--- src/rtl/cumulative_damage_index_macros.svh ---
// assertion helpers shared by the rtl files
`ifndef CUMULATIVE_DAMAGE_INDEX_MACROS_SVH
`define CUMULATIVE_DAMAGE_INDEX_MACROS_SVH

// same-cycle implication, sampled on clk, off while rst_n is low
`define CDI_ASSERT_IMPLY(label, ante, cons) \
    label: assert property (@(posedge clk) disable iff (!rst_n) (ante) |-> (cons)) \
        else $error("cdi check failed");

// next-cycle implication, sampled on clk, off while rst_n is low
`define CDI_ASSERT_NEXT(label, ante, cons) \
    label: assert property (@(posedge clk) disable iff (!rst_n) (ante) |=> (cons)) \
        else $error("cdi check failed");

`endif

--- src/rtl/cdi_pkg.sv ---
package cdi_pkg;

    localparam int FIX_W      = 32;
    localparam int ENERGY_W   = 48;
    localparam int MUL_A_W    = 64;
    localparam int CHUNK_W    = 16;
    localparam int MUL_STEPS  = MUL_A_W / CHUNK_W;
    localparam int MUL_CNT_W  = $clog2(MUL_STEPS);
    localparam int ACC_W      = 82;
    localparam int QUOT_W     = 50;
    localparam int PLASTIC_W  = ENERGY_W + 3;
    localparam int PTERM_W    = 51;
    localparam int CFG_IDX_W  = 1;

    localparam logic [FIX_W-1:0]   INV_ULT_RESET = 32'h0001_0000;
    localparam logic [QUOT_W-1:0]  ELASTIC_CAP   = QUOT_W'(1) << 49;
    localparam logic [PTERM_W-1:0] PTERM_CAP     = PTERM_W'(1) << 50;

    localparam logic [CFG_IDX_W-1:0] REG_INV_ULT      = 1'b0;
    localparam logic [CFG_IDX_W-1:0] REG_ENERGY_SCALE = 1'b1;

    typedef enum logic [1:0] {
        KIND_TRIAL        = 2'd0,
        KIND_COMMIT       = 2'd1,
        KIND_REVERT_LAST  = 2'd2,
        KIND_REVERT_START = 2'd3
    } kind_t;

    typedef enum logic [1:0] {
        MUL_ENERGY  = 2'd0,
        MUL_FORCE   = 2'd1,
        MUL_PLASTIC = 2'd2,
        MUL_PEAK    = 2'd3
    } mul_sel_t;

    typedef struct packed {
        logic signed [FIX_W-1:0]    force_val;
        logic signed [FIX_W-1:0]    deform_val;
        logic signed [ENERGY_W-1:0] energy;
        logic [FIX_W-1:0]           peak;
        logic [FIX_W-1:0]           damage;
    } bank_t;

    typedef struct packed {
        logic     cap;
        logic     mul_load;
        mul_sel_t mul_sel;
        logic     mul_step;
        logic     te_save;
        logic     div_start;
        logic     pl_save;
        logic     pt_save;
        logic     dmg_save;
        logic     write;
    } cmd_t;

    typedef struct packed {
        kind_t kind;
        logic  k_neg;
        logic  k_zero;
        logic  div_done;
        logic  out_free;
    } sts_t;

endpackage

--- src/rtl/cdi_if.sv ---
interface cdi_item_if;
    logic        valid;
    logic        ready;
    logic [1:0]  kind;
    logic [31:0] deformation;
    logic [31:0] force_req;
    logic [31:0] unloading_stiffness;

    modport source (
        output valid, kind, deformation, force_req, unloading_stiffness,
        input  ready
    );
    modport sink (
        input  valid, kind, deformation, force_req, unloading_stiffness,
        output ready
    );
endinterface

interface cdi_result_if;
    logic        valid;
    logic        ready;
    logic [31:0] damage;
    logic [47:0] energy;
    logic [31:0] peak_deformation;
    logic        status;

    modport source (
        output valid, damage, energy, peak_deformation, status,
        input  ready
    );
    modport sink (
        input  valid, damage, energy, peak_deformation, status,
        output ready
    );
endinterface

--- src/rtl/cumulative_damage_index.sv ---
// channel   dir   handshake          payload
// item      in    valid / ready      kind, deformation, force_req, unloading_stiffness
// result    out   valid / ready      damage, energy, peak_deformation, status
// wr_*      in    wr_en              wr_index, wr_data (inv_ultimate_deformation, energy_scale)
//
// a trial with nonzero stiffness runs four products on one 16x32 multiply-accumulate unit,
// the two-bit-per-cycle divider (25 steps) and the control states between them; zero
// stiffness skips the divider, and an oversized quotient ends it without any steps
// commit, reverts and rejected trials skip the arithmetic and go straight to the write;
// the result waits in the write state while the output register is full; the next beat
// is taken in the cycle after the write
// reset clears all banks and sets the configuration registers to their reset values
module cumulative_damage_index import cdi_pkg::*; (
    input  logic                 clk,
    input  logic                 rst_n,
    cdi_item_if.sink             item,
    cdi_result_if.source         result,
    input  logic                 wr_en,
    input  logic [CFG_IDX_W-1:0] wr_index,
    input  logic [FIX_W-1:0]     wr_data
);

    cmd_t cmd;
    sts_t sts;

    cdi_ctrl u_ctrl (
        .clk        (clk),
        .rst_n      (rst_n),
        .item_valid (item.valid),
        .item_ready (item.ready),
        .sts        (sts),
        .cmd        (cmd)
    );

    cdi_datapath u_datapath (
        .clk                 (clk),
        .rst_n               (rst_n),
        .cmd                 (cmd),
        .sts                 (sts),
        .kind                (item.kind),
        .deformation         (item.deformation),
        .force_req           (item.force_req),
        .unloading_stiffness (item.unloading_stiffness),
        .wr_en               (wr_en),
        .wr_index            (wr_index),
        .wr_data             (wr_data),
        .res_valid           (result.valid),
        .res_ready           (result.ready),
        .damage              (result.damage),
        .energy              (result.energy),
        .peak_deformation    (result.peak_deformation),
        .status              (result.status)
    );

endmodule

--- src/rtl/cdi_div.sv ---
`include "cumulative_damage_index_macros.svh"

module cdi_div import cdi_pkg::*; (
    input  logic                 clk,
    input  logic                 rst_n,
    input  logic                 start,
    input  logic [MUL_A_W-1:0]   dividend,
    input  logic [FIX_W-1:0]     divisor,
    output logic                 done,
    output logic                 sat,
    output logic [QUOT_W-1:0]    quotient
);

    localparam int BITS_PER_CYCLE = 2;
    localparam int STEPS          = QUOT_W / BITS_PER_CYCLE;
    localparam int CNT_W          = $clog2(STEPS);
    localparam int HI_W           = MUL_A_W - QUOT_W;

    // one restoring step: {quotient bit, new remainder}
    function automatic logic [FIX_W:0] div_step(
        input logic [FIX_W-1:0] rem,
        input logic             bit_in,
        input logic [FIX_W-1:0] dvs
    );
        logic [FIX_W:0] shifted;
        logic [FIX_W:0] diff;
        shifted = {rem, bit_in};
        diff    = shifted - {1'b0, dvs};
        if (diff[FIX_W])
            return {1'b0, shifted[FIX_W-1:0]};
        else
            return {1'b1, diff[FIX_W-1:0]};
    endfunction

    logic                busy_reg, busy_next;
    logic                done_reg, done_next;
    logic                sat_reg, sat_next;
    logic [CNT_W-1:0]    cnt_reg, cnt_next;
    logic [FIX_W-1:0]    rem_reg, rem_next;
    logic [QUOT_W-1:0]   bits_reg, bits_next;
    logic [QUOT_W-1:0]   q_reg, q_next;
    logic [FIX_W:0]      step1, step2;
    logic                hi_over;

    // quotient too wide for QUOT_W bits when the top part already reaches the divisor
    assign hi_over = {{(FIX_W-HI_W){1'b0}}, dividend[MUL_A_W-1:QUOT_W]} >= divisor;

    assign step1 = div_step(rem_reg, bits_reg[QUOT_W-1], divisor);
    assign step2 = div_step(step1[FIX_W-1:0], bits_reg[QUOT_W-2], divisor);

    always_comb
    begin
        busy_next = busy_reg;
        done_next = 1'b0;
        sat_next  = sat_reg;
        cnt_next  = cnt_reg;
        rem_next  = rem_reg;
        bits_next = bits_reg;
        q_next    = q_reg;
        if (start)
        begin
            sat_next  = hi_over;
            busy_next = !hi_over;
            done_next = hi_over;
            cnt_next  = '0;
            rem_next  = {{(FIX_W-HI_W){1'b0}}, dividend[MUL_A_W-1:QUOT_W]};
            bits_next = dividend[QUOT_W-1:0];
            q_next    = '0;
        end
        else if (busy_reg)
        begin
            rem_next  = step2[FIX_W-1:0];
            bits_next = {bits_reg[QUOT_W-BITS_PER_CYCLE-1:0], {BITS_PER_CYCLE{1'b0}}};
            q_next    = {q_reg[QUOT_W-BITS_PER_CYCLE-1:0], step1[FIX_W], step2[FIX_W]};
            cnt_next  = cnt_reg + 1'b1;
            if (cnt_reg == CNT_W'(STEPS - 1))
            begin
                busy_next = 1'b0;
                done_next = 1'b1;
            end
        end
    end

    always_ff @(posedge clk or negedge rst_n)
    begin
        if (!rst_n)
        begin
            busy_reg <= 1'b0;
            done_reg <= 1'b0;
            cnt_reg  <= '0;
        end
        else
        begin
            busy_reg <= busy_next;
            done_reg <= done_next;
            cnt_reg  <= cnt_next;
        end
    end

    always_ff @(posedge clk)
    begin
        sat_reg  <= sat_next;
        rem_reg  <= rem_next;
        bits_reg <= bits_next;
        q_reg    <= q_next;
    end

    assign done     = done_reg;
    assign sat      = sat_reg;
    assign quotient = q_reg;

    `CDI_ASSERT_NEXT(a_start_runs, start, busy_reg || done_reg)

endmodule

--- src/rtl/cdi_ctrl.sv ---
`include "cumulative_damage_index_macros.svh"

module cdi_ctrl import cdi_pkg::*; (
    input  logic clk,
    input  logic rst_n,
    input  logic item_valid,
    output logic item_ready,
    input  sts_t sts,
    output cmd_t cmd
);

    typedef enum logic [10:0] {
        S_IDLE     = 11'b000_0000_0001,
        S_DISPATCH = 11'b000_0000_0010,
        S_LOAD     = 11'b000_0000_0100,
        S_MUL      = 11'b000_0000_1000,
        S_TE       = 11'b000_0001_0000,
        S_DIVGO    = 11'b000_0010_0000,
        S_DIV      = 11'b000_0100_0000,
        S_PLASTIC  = 11'b000_1000_0000,
        S_PTERM    = 11'b001_0000_0000,
        S_DMG      = 11'b010_0000_0000,
        S_WRITE    = 11'b100_0000_0000
    } state_t;

    state_t               state_reg, state_next;
    mul_sel_t             op_reg, op_next;
    logic [MUL_CNT_W-1:0] cnt_reg, cnt_next;

    always_comb
    begin
        state_next  = state_reg;
        op_next     = op_reg;
        cnt_next    = cnt_reg;
        item_ready  = 1'b0;
        cmd         = '0;
        cmd.mul_sel = op_reg;
        unique case (state_reg)
            S_IDLE:
            begin
                item_ready = 1'b1;
                if (item_valid)
                begin
                    cmd.cap    = 1'b1;
                    state_next = S_DISPATCH;
                end
            end
            S_DISPATCH:
            begin
                if (sts.kind == KIND_TRIAL && !sts.k_neg)
                begin
                    op_next    = MUL_ENERGY;
                    state_next = S_LOAD;
                end
                else
                    state_next = S_WRITE;
            end
            S_LOAD:
            begin
                cmd.mul_load = 1'b1;
                cnt_next     = '0;
                state_next   = S_MUL;
            end
            S_MUL:
            begin
                cmd.mul_step = 1'b1;
                cnt_next     = cnt_reg + 1'b1;
                if (cnt_reg == MUL_CNT_W'(MUL_STEPS - 1))
                begin
                    unique case (op_reg)
                        MUL_ENERGY:  state_next = S_TE;
                        MUL_FORCE:   state_next = S_DIVGO;
                        MUL_PLASTIC: state_next = S_PTERM;
                        MUL_PEAK:    state_next = S_DMG;
                        default:     state_next = S_IDLE;
                    endcase
                end
            end
            S_TE:
            begin
                cmd.te_save = 1'b1;
                op_next     = MUL_FORCE;
                state_next  = S_LOAD;
            end
            S_DIVGO:
            begin
                // zero stiffness has no elastic part
                if (sts.k_zero)
                    state_next = S_PLASTIC;
                else
                begin
                    cmd.div_start = 1'b1;
                    state_next    = S_DIV;
                end
            end
            S_DIV:
            begin
                if (sts.div_done)
                    state_next = S_PLASTIC;
            end
            S_PLASTIC:
            begin
                cmd.pl_save = 1'b1;
                op_next     = MUL_PLASTIC;
                state_next  = S_LOAD;
            end
            S_PTERM:
            begin
                cmd.pt_save = 1'b1;
                op_next     = MUL_PEAK;
                state_next  = S_LOAD;
            end
            S_DMG:
            begin
                cmd.dmg_save = 1'b1;
                state_next   = S_WRITE;
            end
            S_WRITE:
            begin
                if (sts.out_free)
                begin
                    cmd.write  = 1'b1;
                    state_next = S_IDLE;
                end
            end
            default: state_next = S_IDLE;
        endcase
    end

    always_ff @(posedge clk or negedge rst_n)
    begin
        if (!rst_n)
        begin
            state_reg <= S_IDLE;
            op_reg    <= MUL_ENERGY;
            cnt_reg   <= '0;
        end
        else
        begin
            state_reg <= state_next;
            op_reg    <= op_next;
            cnt_reg   <= cnt_next;
        end
    end

    `CDI_ASSERT_IMPLY(a_write_slot, cmd.write, sts.out_free)
    `CDI_ASSERT_IMPLY(a_div_positive, cmd.div_start, !sts.k_zero && !sts.k_neg)

endmodule

--- src/rtl/cdi_datapath.sv ---
`include "cumulative_damage_index_macros.svh"

module cdi_datapath import cdi_pkg::*; (
    input  logic                       clk,
    input  logic                       rst_n,
    input  cmd_t                       cmd,
    output sts_t                       sts,
    input  logic [1:0]                 kind,
    input  logic signed [FIX_W-1:0]    deformation,
    input  logic signed [FIX_W-1:0]    force_req,
    input  logic signed [FIX_W-1:0]    unloading_stiffness,
    input  logic                       wr_en,
    input  logic [CFG_IDX_W-1:0]       wr_index,
    input  logic [FIX_W-1:0]           wr_data,
    output logic                       res_valid,
    input  logic                       res_ready,
    output logic [FIX_W-1:0]           damage,
    output logic signed [ENERGY_W-1:0] energy,
    output logic [FIX_W-1:0]           peak_deformation,
    output logic                       status
);

    // configuration
    logic [FIX_W-1:0] inv_reg, es_reg;

    // captured item
    kind_t                   kind_reg;
    logic signed [FIX_W-1:0] d_reg, f_reg, k_reg;

    // banks: trial, commit, last commit
    bank_t trial_reg, commit_reg, last_reg;
    bank_t trial_next, commit_next, last_next;

    // multiply-accumulate, one 16-bit chunk of a per step, top chunk first
    logic [MUL_A_W-1:0] a_reg;
    logic [FIX_W-1:0]   b_reg;
    logic [ACC_W-1:0]   acc_reg;
    logic [MUL_A_W-1:0] a_sel;
    logic [FIX_W-1:0]   b_sel;
    logic [CHUNK_W+FIX_W-1:0] partial;

    // intermediate results
    logic signed [ENERGY_W-1:0]  te_reg, te_next;
    logic signed [PLASTIC_W-1:0] plastic_reg, plastic_next;
    logic [PTERM_W-1:0]          pterm_reg, pterm_next;
    logic [FIX_W-1:0]            dmg_reg, dmg_next;

    // output register
    logic                       res_valid_reg;
    logic [FIX_W-1:0]           res_damage_reg;
    logic signed [ENERGY_W-1:0] res_energy_reg;
    logic [FIX_W-1:0]           res_peak_reg;
    logic                       res_status_reg;
    logic                       status_next;

    logic signed [FIX_W:0]     s_sum, dd_diff, s_abs, dd_abs;
    logic [FIX_W:0]            s_mag;
    logic [FIX_W-1:0]          dd_mag, f_mag, d_mag, peak_new;
    logic signed [PLASTIC_W-1:0] p_abs;
    logic [QUOT_W-1:0]         p_mag;
    logic                      inc_neg;
    logic [ENERGY_W-2:0]       inc;
    logic signed [ENERGY_W+1:0] te_sum;
    logic [QUOT_W-1:0]         quot, elastic;
    logic                      div_done, div_sat;
    logic [ACC_W-17:0]         prod_sh;
    logic [ENERGY_W-1:0]       dterm;
    logic signed [ENERGY_W+4:0] dmg_sum;
    logic [FIX_W-1:0]          dmg_clamp;

    cdi_div u_div (
        .clk      (clk),
        .rst_n    (rst_n),
        .start    (cmd.div_start),
        .dividend (acc_reg[MUL_A_W-1:0]),
        .divisor  ({k_reg[FIX_W-2:0], 1'b0}),
        .done     (div_done),
        .sat      (div_sat),
        .quotient (quot)
    );

    // trapezoid terms against the committed bank
    assign s_sum   = {f_reg[FIX_W-1], f_reg} + {commit_reg.force_val[FIX_W-1], commit_reg.force_val};
    assign dd_diff = {d_reg[FIX_W-1], d_reg}
                   - {commit_reg.deform_val[FIX_W-1], commit_reg.deform_val};
    assign s_abs   = s_sum[FIX_W] ? -s_sum : s_sum;
    assign dd_abs  = dd_diff[FIX_W] ? -dd_diff : dd_diff;
    assign s_mag   = s_abs;
    assign dd_mag  = dd_abs[FIX_W-1:0];
    assign f_mag   = f_reg[FIX_W-1] ? -f_reg : f_reg;
    assign d_mag   = d_reg[FIX_W-1] ? -d_reg : d_reg;
    assign peak_new = (d_mag > commit_reg.peak) ? d_mag : commit_reg.peak;
    assign p_abs   = plastic_reg[PLASTIC_W-1] ? -plastic_reg : plastic_reg;
    assign p_mag   = p_abs[QUOT_W-1:0];

    always_comb
    begin
        case (cmd.mul_sel)
            MUL_ENERGY:
            begin
                a_sel = MUL_A_W'(s_mag);
                b_sel = dd_mag;
            end
            MUL_FORCE:
            begin
                a_sel = MUL_A_W'(f_mag);
                b_sel = f_mag;
            end
            MUL_PLASTIC:
            begin
                a_sel = MUL_A_W'(p_mag);
                b_sel = es_reg;
            end
            default:
            begin
                a_sel = MUL_A_W'(peak_new);
                b_sel = inv_reg;
            end
        endcase
    end

    assign partial = a_reg[MUL_A_W-1:MUL_A_W-CHUNK_W] * b_reg;

    // energy: committed energy plus half the trapezoid, saturated to 48 bits
    assign inc_neg = s_sum[FIX_W] ^ dd_diff[FIX_W];
    assign inc     = acc_reg[MUL_A_W-1:17];
    assign te_sum  = {{2{commit_reg.energy[ENERGY_W-1]}}, commit_reg.energy}
                   + (inc_neg ? -{3'b000, inc} : {3'b000, inc});

    always_comb
    begin
        if (!te_sum[ENERGY_W+1] && te_sum[ENERGY_W:ENERGY_W-1] != 2'b00)
            te_next = {1'b0, {(ENERGY_W-1){1'b1}}};
        else if (te_sum[ENERGY_W+1] && te_sum[ENERGY_W:ENERGY_W-1] != 2'b11)
            te_next = {1'b1, {(ENERGY_W-1){1'b0}}};
        else
            te_next = te_sum[ENERGY_W-1:0];
    end

    // elastic energy from the divider, capped
    assign elastic = (div_sat || quot > ELASTIC_CAP) ? ELASTIC_CAP : quot;

    always_comb
    begin
        if (sts.k_zero)
            plastic_next = {{3{te_reg[ENERGY_W-1]}}, te_reg};
        else
            plastic_next = {{3{te_reg[ENERGY_W-1]}}, te_reg} - {1'b0, elastic};
    end

    assign prod_sh    = acc_reg[ACC_W-1:16];
    assign pterm_next = (prod_sh > (ACC_W-16)'(PTERM_CAP)) ? PTERM_CAP : prod_sh[PTERM_W-1:0];

    // damage: deformation term plus signed energy term, clamped, not below commit
    assign dterm   = acc_reg[MUL_A_W-1:16];
    assign dmg_sum = {5'b0, dterm}
                   + (plastic_reg[PLASTIC_W-1] ? -{2'b00, pterm_reg} : {2'b00, pterm_reg});

    always_comb
    begin
        if (dmg_sum[ENERGY_W+4])
            dmg_clamp = '0;
        else if (dmg_sum[ENERGY_W+3:FIX_W] != '0)
            dmg_clamp = '1;
        else
            dmg_clamp = dmg_sum[FIX_W-1:0];
        dmg_next = (dmg_clamp < commit_reg.damage) ? commit_reg.damage : dmg_clamp;
    end

    // bank update on the write beat
    always_comb
    begin
        trial_next  = trial_reg;
        commit_next = commit_reg;
        last_next   = last_reg;
        status_next = 1'b0;
        unique case (kind_reg)
            KIND_TRIAL:
            begin
                if (k_reg[FIX_W-1])
                    status_next = 1'b1;
                else
                    trial_next = '{force_val: f_reg, deform_val: d_reg, energy: te_reg,
                                   peak: peak_new, damage: dmg_reg};
            end
            KIND_COMMIT:
            begin
                last_next   = commit_reg;
                commit_next = trial_reg;
            end
            KIND_REVERT_LAST:
                commit_next = last_reg;
            KIND_REVERT_START:
            begin
                trial_next  = '0;
                commit_next = '0;
                last_next   = '0;
            end
            default: status_next = 1'b0;
        endcase
    end

    always_ff @(posedge clk or negedge rst_n)
    begin
        if (!rst_n)
        begin
            inv_reg <= INV_ULT_RESET;
            es_reg  <= '0;
        end
        else if (wr_en)
        begin
            unique case (wr_index)
                REG_INV_ULT:      inv_reg <= wr_data;
                REG_ENERGY_SCALE: es_reg  <= wr_data;
                default:          inv_reg <= inv_reg;
            endcase
        end
    end

    always_ff @(posedge clk or negedge rst_n)
    begin
        if (!rst_n)
        begin
            trial_reg     <= '0;
            commit_reg    <= '0;
            last_reg      <= '0;
            res_valid_reg <= 1'b0;
        end
        else
        begin
            if (cmd.write)
            begin
                trial_reg  <= trial_next;
                commit_reg <= commit_next;
                last_reg   <= last_next;
            end
            if (cmd.write)
                res_valid_reg <= 1'b1;
            else if (res_ready)
                res_valid_reg <= 1'b0;
        end
    end

    always_ff @(posedge clk)
    begin
        if (cmd.cap)
        begin
            kind_reg <= kind_t'(kind);
            d_reg    <= deformation;
            f_reg    <= force_req;
            k_reg    <= unloading_stiffness;
        end
        if (cmd.mul_load)
        begin
            a_reg   <= a_sel;
            b_reg   <= b_sel;
            acc_reg <= '0;
        end
        else if (cmd.mul_step)
        begin
            a_reg   <= {a_reg[MUL_A_W-CHUNK_W-1:0], {CHUNK_W{1'b0}}};
            acc_reg <= {acc_reg[ACC_W-CHUNK_W-1:0], {CHUNK_W{1'b0}}} + ACC_W'(partial);
        end
        if (cmd.te_save)
            te_reg <= te_next;
        if (cmd.pl_save)
            plastic_reg <= plastic_next;
        if (cmd.pt_save)
            pterm_reg <= pterm_next;
        if (cmd.dmg_save)
            dmg_reg <= dmg_next;
        if (cmd.write)
        begin
            res_damage_reg <= trial_next.damage;
            res_energy_reg <= trial_next.energy;
            res_peak_reg   <= trial_next.peak;
            res_status_reg <= status_next;
        end
    end

    assign sts.kind     = kind_reg;
    assign sts.k_neg    = k_reg[FIX_W-1];
    assign sts.k_zero   = (k_reg == '0);
    assign sts.div_done = div_done;
    assign sts.out_free = !res_valid_reg || res_ready;

    assign res_valid        = res_valid_reg;
    assign damage           = res_damage_reg;
    assign energy           = res_energy_reg;
    assign peak_deformation = res_peak_reg;
    assign status           = res_status_reg;

    `CDI_ASSERT_NEXT(a_reject_holds, cmd.write && kind_reg == KIND_TRIAL && k_reg[FIX_W-1], trial_reg == $past(trial_reg))
    `CDI_ASSERT_NEXT(a_damage_floor, cmd.write && kind_reg == KIND_TRIAL && !k_reg[FIX_W-1], trial_reg.damage >= commit_reg.damage)
    `CDI_ASSERT_IMPLY(a_valid_source, $rose(res_valid_reg), $past(cmd.write))

endmodule

--- src/flat_wrapper.sv ---
// flat-port wrapper written by rule: the top's interface ports become plain ports
module cumulative_damage_index_flat import cdi_pkg::*;
  (clk, rst_n, wr_en, wr_index, wr_data, item_valid, item_kind, item_deformation, item_force_req, item_unloading_stiffness, item_ready, result_valid, result_damage, result_energy, result_peak_deformation, result_status, result_ready);
  cdi_item_if item_i ();
  cdi_result_if result_i ();
  input  logic clk;
  input  logic rst_n;
  input  logic wr_en;
  input  logic [CFG_IDX_W-1:0] wr_index;
  input  logic [FIX_W-1:0] wr_data;
  input wire logic [$bits(item_i.valid)-1:0] item_valid;
  input wire logic [$bits(item_i.kind)-1:0] item_kind;
  input wire logic [$bits(item_i.deformation)-1:0] item_deformation;
  input wire logic [$bits(item_i.force_req)-1:0] item_force_req;
  input wire logic [$bits(item_i.unloading_stiffness)-1:0] item_unloading_stiffness;
  output wire logic [$bits(item_i.ready)-1:0] item_ready;
  output wire logic [$bits(result_i.valid)-1:0] result_valid;
  output wire logic [$bits(result_i.damage)-1:0] result_damage;
  output wire logic [$bits(result_i.energy)-1:0] result_energy;
  output wire logic [$bits(result_i.peak_deformation)-1:0] result_peak_deformation;
  output wire logic [$bits(result_i.status)-1:0] result_status;
  input wire logic [$bits(result_i.ready)-1:0] result_ready;
  assign item_i.valid = item_valid;
  assign item_i.kind = item_kind;
  assign item_i.deformation = item_deformation;
  assign item_i.force_req = item_force_req;
  assign item_i.unloading_stiffness = item_unloading_stiffness;
  assign item_ready = item_i.ready;
  assign result_valid = result_i.valid;
  assign result_damage = result_i.damage;
  assign result_energy = result_i.energy;
  assign result_peak_deformation = result_i.peak_deformation;
  assign result_status = result_i.status;
  assign result_i.ready = result_ready;
  cumulative_damage_index u_core (.clk(clk), .rst_n(rst_n), .item(item_i), .result(result_i), .wr_en(wr_en), .wr_index(wr_index), .wr_data(wr_data));
endmodule
--- config.mk ---
export PLATFORM = sky130hd
export DESIGN_NAME = cumulative_damage_index_flat
export DESIGN_NICKNAME = d
export VERILOG_FILES = /design/src/rtl/cdi_pkg.sv /design/src/rtl/cdi_if.sv /design/src/rtl/cumulative_damage_index.sv /design/src/rtl/cdi_div.sv /design/src/rtl/cdi_ctrl.sv /design/src/rtl/cdi_datapath.sv /design/src/flat_wrapper.sv
export VERILOG_INCLUDE_DIRS = /design/src /design/src/rtl
export SDC_FILE = /design/constraint.sdc
export NUM_CORES = 2
export LEC_CHECK = 0
export BUFFER_PORTS_ARGS = -buffer_cell sky130_fd_sc_hd__buf_2
export CAP_MARGIN = 0
export CORE_MARGIN = 8
export CORE_UTILIZATION = 58
export CTS_CLUSTER_DIAMETER = 150
export DETAILED_ROUTE_END_ITERATION = 6
export PLACE_DENSITY = 0.82
export SLEW_MARGIN = 20
export SYNTH_ARGS = -nofsm -noshare
export SYNTH_HDL_FRONTEND = slang
export SYNTH_HIERARCHICAL = 1
export SYNTH_SLANG_ARGS = --single-unit
export TNS_END_PERCENT = 100
--- constraint.sdc ---
create_clock -name clk -period 42.7 [get_ports clk]
set_clock_uncertainty 0.05 [all_clocks]
set_input_delay 6.405 -clock clk [delete_from_list [all_inputs] [get_ports clk]]
set_output_delay 6.405 -clock clk [all_outputs]
set_load 0.01 [all_outputs]
Yosys cells after proc, flatten, opt, wreduce, memory -nomap -nowiden

Cells that the tools add are included.
W data, S select, Z words.

Input port bits: 136
Flip-flop bits (word level): 1319
Output and inout port bits: 115

Add/subtract/negate cells: 17
Reduce and logical (&&, ||, !) cells: 30
Equality and inequality tests: 26
$lt $le $gt $ge: 5
Multipliers: 1
Muxes and demuxes: 63
Bitwise logic cells: 2

Operators by type and width:

| cell                   | number |
|---|---|
| $pmux W176 S2          | 2 |
| $pmux W176 S3          | 1 |
| $mux W50               | 5 |
| $mux W32               | 7 |
| $mux W176              | 1 |
| $pmux W50 S3           | 1 |
| $mux W64               | 2 |
| $mux W33               | 3 |
| $pmux W11 S9           | 1 |
| $neg A32 Y32           | 3 |
| $pmux W32 S3           | 1 |
| $add A82 B48 Y82       | 1 |
| $gt A66 B51 Y1 const B | 1 |
| $sub A33 B32 Y33       | 2 |
| $mux W11               | 5 |
| $add A48 B53 Y53       | 1 |
| $mux W53               | 1 |
| $neg A51 Y53           | 1 |
| $mux W51               | 1 |
| $sub A51 B50 Y51       | 1 |
| $add A50 B50 Y50       | 1 |
| $gt A50 B50 Y1 const B | 1 |
| $neg A47 Y50           | 1 |
| $neg A50 Y50           | 1 |
| other kinds (49)       | 99 |

Depth between registers and ports, before layout

Depth after elaboration: 8
Depth in mapped cells: 37
Mapped depth without buffers: 34

Modules after synthesis

The synthesis kept the hierarchy.

Modules (own cells, without submodules):

| module       | cells each | area each (µm²) | times used |
|---|---|---|---|
| cdi_datapath | 8797       | 84314.6         | 1 |
| cdi_div      | 1081       | 10137.2         | 1 |
| cdi_ctrl     | 107        | 974.7           | 1 |

Worst setup path before layout

No wires, ideal clock.

Path kind: in2reg
Start point: in result_ready
End point: reg u_core/u_datapath/trial_reg[100] in the netlist's numbering
Arrival: 19.690 ns
Cell stages on the path: 6
Required time: 42.525 ns
Slack: 22.835 ns
Cell sequence: nand2b_1 nor4b_1 clkbuf_1 clkbuf_1 clkbuf_1 mux2_2

RTL lines:

| what                   | line                | RTL |
|---|---|---|
| start: declaration     | flat_wrapper.sv:22  | `input wire logic [$bits(result_i.ready)-1:0] result_ready;` |
| end signal: assignment | cdi_datapath.sv:233 | `trial_reg <= trial_next;` |
| end: declaration       | cdi_datapath.sv:31  | `bank_t trial_reg, commit_reg, last_reg;` |

Worst setup path in the final report

Start point: reg u_core.u_datapath.f_reg[0]
End point: reg u_core.u_datapath.te_reg[16], data pin

Cells in the longest elaborated chain, start to end: 7
Elaborated cells between the ends (all ways): 10
Those cells by class: add/sub: 2; eq/ne: 1; mux: 2; bitwise: 1; reduce/logical: 4

Ends and longest elaborated chain:

| what                     | line                | RTL |
|---|---|---|
| start: declaration       | cdi_datapath.sv:28  | `logic signed [FIX_W-1:0] d_reg, f_reg, k_reg;` |
| start signal: assignment | cdi_datapath.sv:250 | `f_reg <= force_req;` |
| $add A32 B32 Y33 (*)     | cdi_datapath.sv:83  | `assign s_sum = {f_reg[FIX_W-1], f_reg} + {commit_reg.force_val[FIX_W-1], commit_reg.force_val};` |
| $xor A1 B1 Y1 (*)        | cdi_datapath.sv:125 | `assign inc_neg = s_sum[FIX_W] ^ dd_diff[FIX_W];` |
| $mux W50 (*)             | cdi_datapath.sv:128 | `+ (inc_neg ? -{3'b000, inc} : {3'b000, inc});` |
| $add A50 B50 Y50 (*)     | cdi_datapath.sv:128 |  |
| $ne A2 B2 Y1             | cdi_datapath.sv:134 | `else if (te_sum[ENERGY_W+1] && te_sum[ENERGY_W:ENERGY_W-1] != 2'b11)` |
| $logic_and A1 B1 Y1      | cdi_datapath.sv:134 |  |
| $mux W48                 | cdi_datapath.sv:134 |  |
| end signal: assignment   | cdi_datapath.sv:265 | `te_reg <= te_next;` |
| end: declaration         | cdi_datapath.sv:43  | `logic signed [ENERGY_W-1:0] te_reg, te_next;` |

Every way passes the cells marked *; elsewhere a longest branch is shown, timed or not.
A chain may end at the register's enable or synchronous reset.

==> flow_summary.json <==
{
  "drt-vias-per-instance": 6.377,
  "maxSlewViolCount": 0,
  "hold_depth": 2,
  "grtUsageTotal": 0.3071,
  "worst_skew_pair.late_latency_ns": 0.83,
  "p_leak_nw": 43.54,
  "vdd_drop_max_uv": 113.1,
  "placementRows": 149,
  "drc": 0,
  "path_clk_slew_ns": 0.06,
  "ys.flop_type": "dfrtp_1",
  "netlist_area_um2": 95430,
  "finalInstanceArea_um2": 103100,
  "cts_hold_buf": 0,
  "cpPeakStageDelay_ns": 0.66,
  "ys_ff_latch": 1319,
  "comb_power_share": 0.584,
  "tightest_slew_ns": 1.230,
  "clock_sinks": 1319,
  "swShare": 0.4647,
  "postCtsSetupRepairBufs": 0,
  "start_util": 0.5810,
  "setup_tns_ns": 0,
  "rrSetupSlack_ns": 32.91,
  "cts-resized-gates": 0,
  "drt_pass1_iterations": 7,
  "wl_per_cell_um": 23.14,
  "die-area_um2": 177800,
  "ys.warnings.count": 6,
  "grt_antenna_before_repair": 5,
  "syn_inst": 9985,
  "final_common_cell": "nand2_1",
  "rsz0062_at_grt": "false",
  "min_period_over_period": 0.2294,
  "layout-drive-gt1-share": 0.09535,
  "area_growth_pct": 8.011,
  "grt_pass1_vias": 76560,
  "core_um2": 164200,
  "drv_cap": 0,
  "synthArstFlopShare": 0.4663,
  "seqPwrFrac": 0.250,
  "die_w_um": 421.6,
  "postSynthAreaPerCell_um2": 9.557,
  "pin_count": 251,
  "portBuffers": 250,
  "crit_fanout": 42,
  "grt_max_degree": 198,
  "max_slew_margin": 0.1798,
  "setup_viol": 0,
  "worst_ep_arrival_time_ns": 10.27,
  "seq_area_frac_synth": 0.3671,
  "grt.overflow.total": 0,
  "htree_levels": 4,
  "critPathTopFamily": "compound AO/OA/AOI/OAI gates",
  "mostFrequentLayoutCells": "nand2_1, inv_1, o21ai_0",
  "placed_area_um2": 98270,
  "p_sw_mw": 3.516,
  "critPathKind": "flip-flop to flip-flop",
  "via_count": 77979,
  "start_kind": "flip-flop",
  "cp_slowest_cell": "a2111oi_0",
  "drtIter0Drc": 8572,
  "nNetsFinal": 11019,
  "grt_first_pass_wirelength_mm": 438.7,
  "die_h_um": 421.6,
  "path_buf_inv": 3,
  "dpl.hpwl_mm": 207.0,
  "synth_edf_count": 554,
  "finalHoldViolations": 0,
  "ys_types": 112,
  "clock_path_buffers": 3,
  "drtAntennaViolNets": 0,
  "clkPwrFrac": 0.166,
  "powerDensity_nw_per_um2": 73.41,
  "worst_setup_path_end_kind": "flip-flop",
  "fillers": 12840,
  "critPathRequiredTime_ns": 43.18,
  "outcome": "completed",
  "intPower_mw": 4.050,
  "gp_congestion": 0.9873,
  "cp_num_cells": 28,
  "cts_made_buffers": 140,
  "routed_wl_mm": 283.0,
  "reg2reg_depth": 28,
  "min_period_ns": 9.795,
  "hp-class": "flip-flop to flip-flop",
  "root_buffer": "clkbuf_16",
  "cts_tree": "done",
  "max_clock_freq_mhz": 102.1
}
==> worst reg2reg max path: cells and delay by family (launching register included) <==
family | cells | cell delay [ns]
compound gates | 15 | 4.20
xor+xnor | 1 | 0.22
fa+ha+maj | 3 | 1.24
buf+inv | 3 | 0.92
flops | 1 | 0.48
simple gates | 6 | 2.40
==> cell type report <==
| type | count | area (µm²) | area share |
|---|---|---|---|
| Antenna cell | 2 | 5.005 | 0.00004856 |
| Clock inverter | 68 | 743.2 | 0.007211 |
| Clock buffer | 190 | 3950 | 0.03832 |
| Inverter | 761 | 2856 | 0.02771 |
| Sequential cell | 1319 | 35040 | 0.3399 |
| Tap cell | 2189 | 2739 | 0.02657 |
| Timing Repair Buffer | 377 | 2328 | 0.02259 |
| Multi-Input combinational cell | 7322 | 55410 | 0.5376 |
==> logic make-up after synthesis <==
logic type               count (synthesis)  share of synthesized area
flip-flops                            1319                     0.3671
buffers and inverters                 1346                    0.05427
AND/OR/NAND/NOR                       2937                     0.1511
other                                    1                 0.00003930
multiplexers                           428                    0.05176
XOR/XNOR                               550                    0.05076
adder cells (fa/ha/maj)                962                     0.1621
AO/OA/AOI/OAI                         2442                     0.1629
==> Yosys cell counts (all sizes together) (61+ instances only) <==
master | n | area (µm²)
ha | 505 | 6319
clkbuf | 501 | 1881
fa | 457 | 9149
nor4 | 62 | 427.9
edfxtp | 554 | 16640
xnor2 | 372 | 3284
nor3 | 95 | 475.5
buf | 84 | 441.7
nand2 | 1225 | 4601
mux2i | 120 | 1201
nor2b | 61 | 381.6
nand3 | 113 | 570.6
dfrtp | 613 | 15340
and2 | 246 | 1539
o21a | 84 | 630.6
mux2 | 284 | 3198
xor2 | 178 | 1559
o21ai | 698 | 3497
nor2 | 468 | 1757
a21oi | 597 | 3003
a21o | 178 | 1336
nand2b | 150 | 938.4
o31ai | 183 | 1374
a211oi | 203 | 1534
a22o | 87 | 762.0
dfxtp | 150 | 3003
nand4 | 80 | 500.5
nor3b | 185 | 1394
inv | 760 | 2853
==> metrics by stage <==
step / hold slack [ns] / power, mW / worst slack, ns / cells / utilization
3_3_place_gp: 0.3911 / 6.042 / 33.13 / 11963 / 0.5983
6_report: 0.4212 / 7.567 / 32.91 / 12228 / 0.6276
4_1_cts: 0.4259 / 7.446 / 33.18 / 12221 / 0.6269
5_1_grt: 0.4449 / 8.015 / 32.38 / 12226 / 0.6275
2_1_floorplan: 0.3760 / 4.963 / 22.84 / 9987 / -
3_5_place_dp: 0.4119 / 6.159 / 32.99 / 11963 / 0.5983
==> metal layers <==
metal | share of wire | global-route usage | vias up
met5 | 0.000099 | 0 | -
met4 | 0.069 | 0.1778 | 4
met3 | 0.091 | 0.05570 | 862
met2 | 0.45 | 0.4793 | 4096
met1 | 0.39 | 0.4036 | 38123
li1 | - | - | 34894
==> path summary, 6_finish.rpt <==
path	endpoint	startpoint
max in group asynchronous	u_core/u_datapath/u_div/busy_reg	rst_n
worst min register to register	u_core/u_datapath/trial_reg[172]	u_core/u_datapath/trial_reg[172]
worst max-delay path	u_core/u_datapath/te_reg[16]	u_core/u_datapath/f_reg[0]
worst max register to register	u_core/u_datapath/te_reg[16]	u_core/u_datapath/f_reg[0]
min in group asynchronous	u_core/u_datapath/last_reg[120]	rst_n
worst min-delay path	u_core/u_datapath/trial_reg[172]	u_core/u_datapath/trial_reg[172]
==> power by group through the flow <==
stage	Sequential [mW]	Clock, mW	Combinational (mW)
floorplan	1.84	0	3.12
CTS	1.89	1.27	4.29
global route	1.92	1.31	4.78
global placement	1.89	0	4.15
finish	1.90	1.25	4.42
detailed placement	1.91	0	4.25
Note: power is estimated with default switching activity, not from simulation.
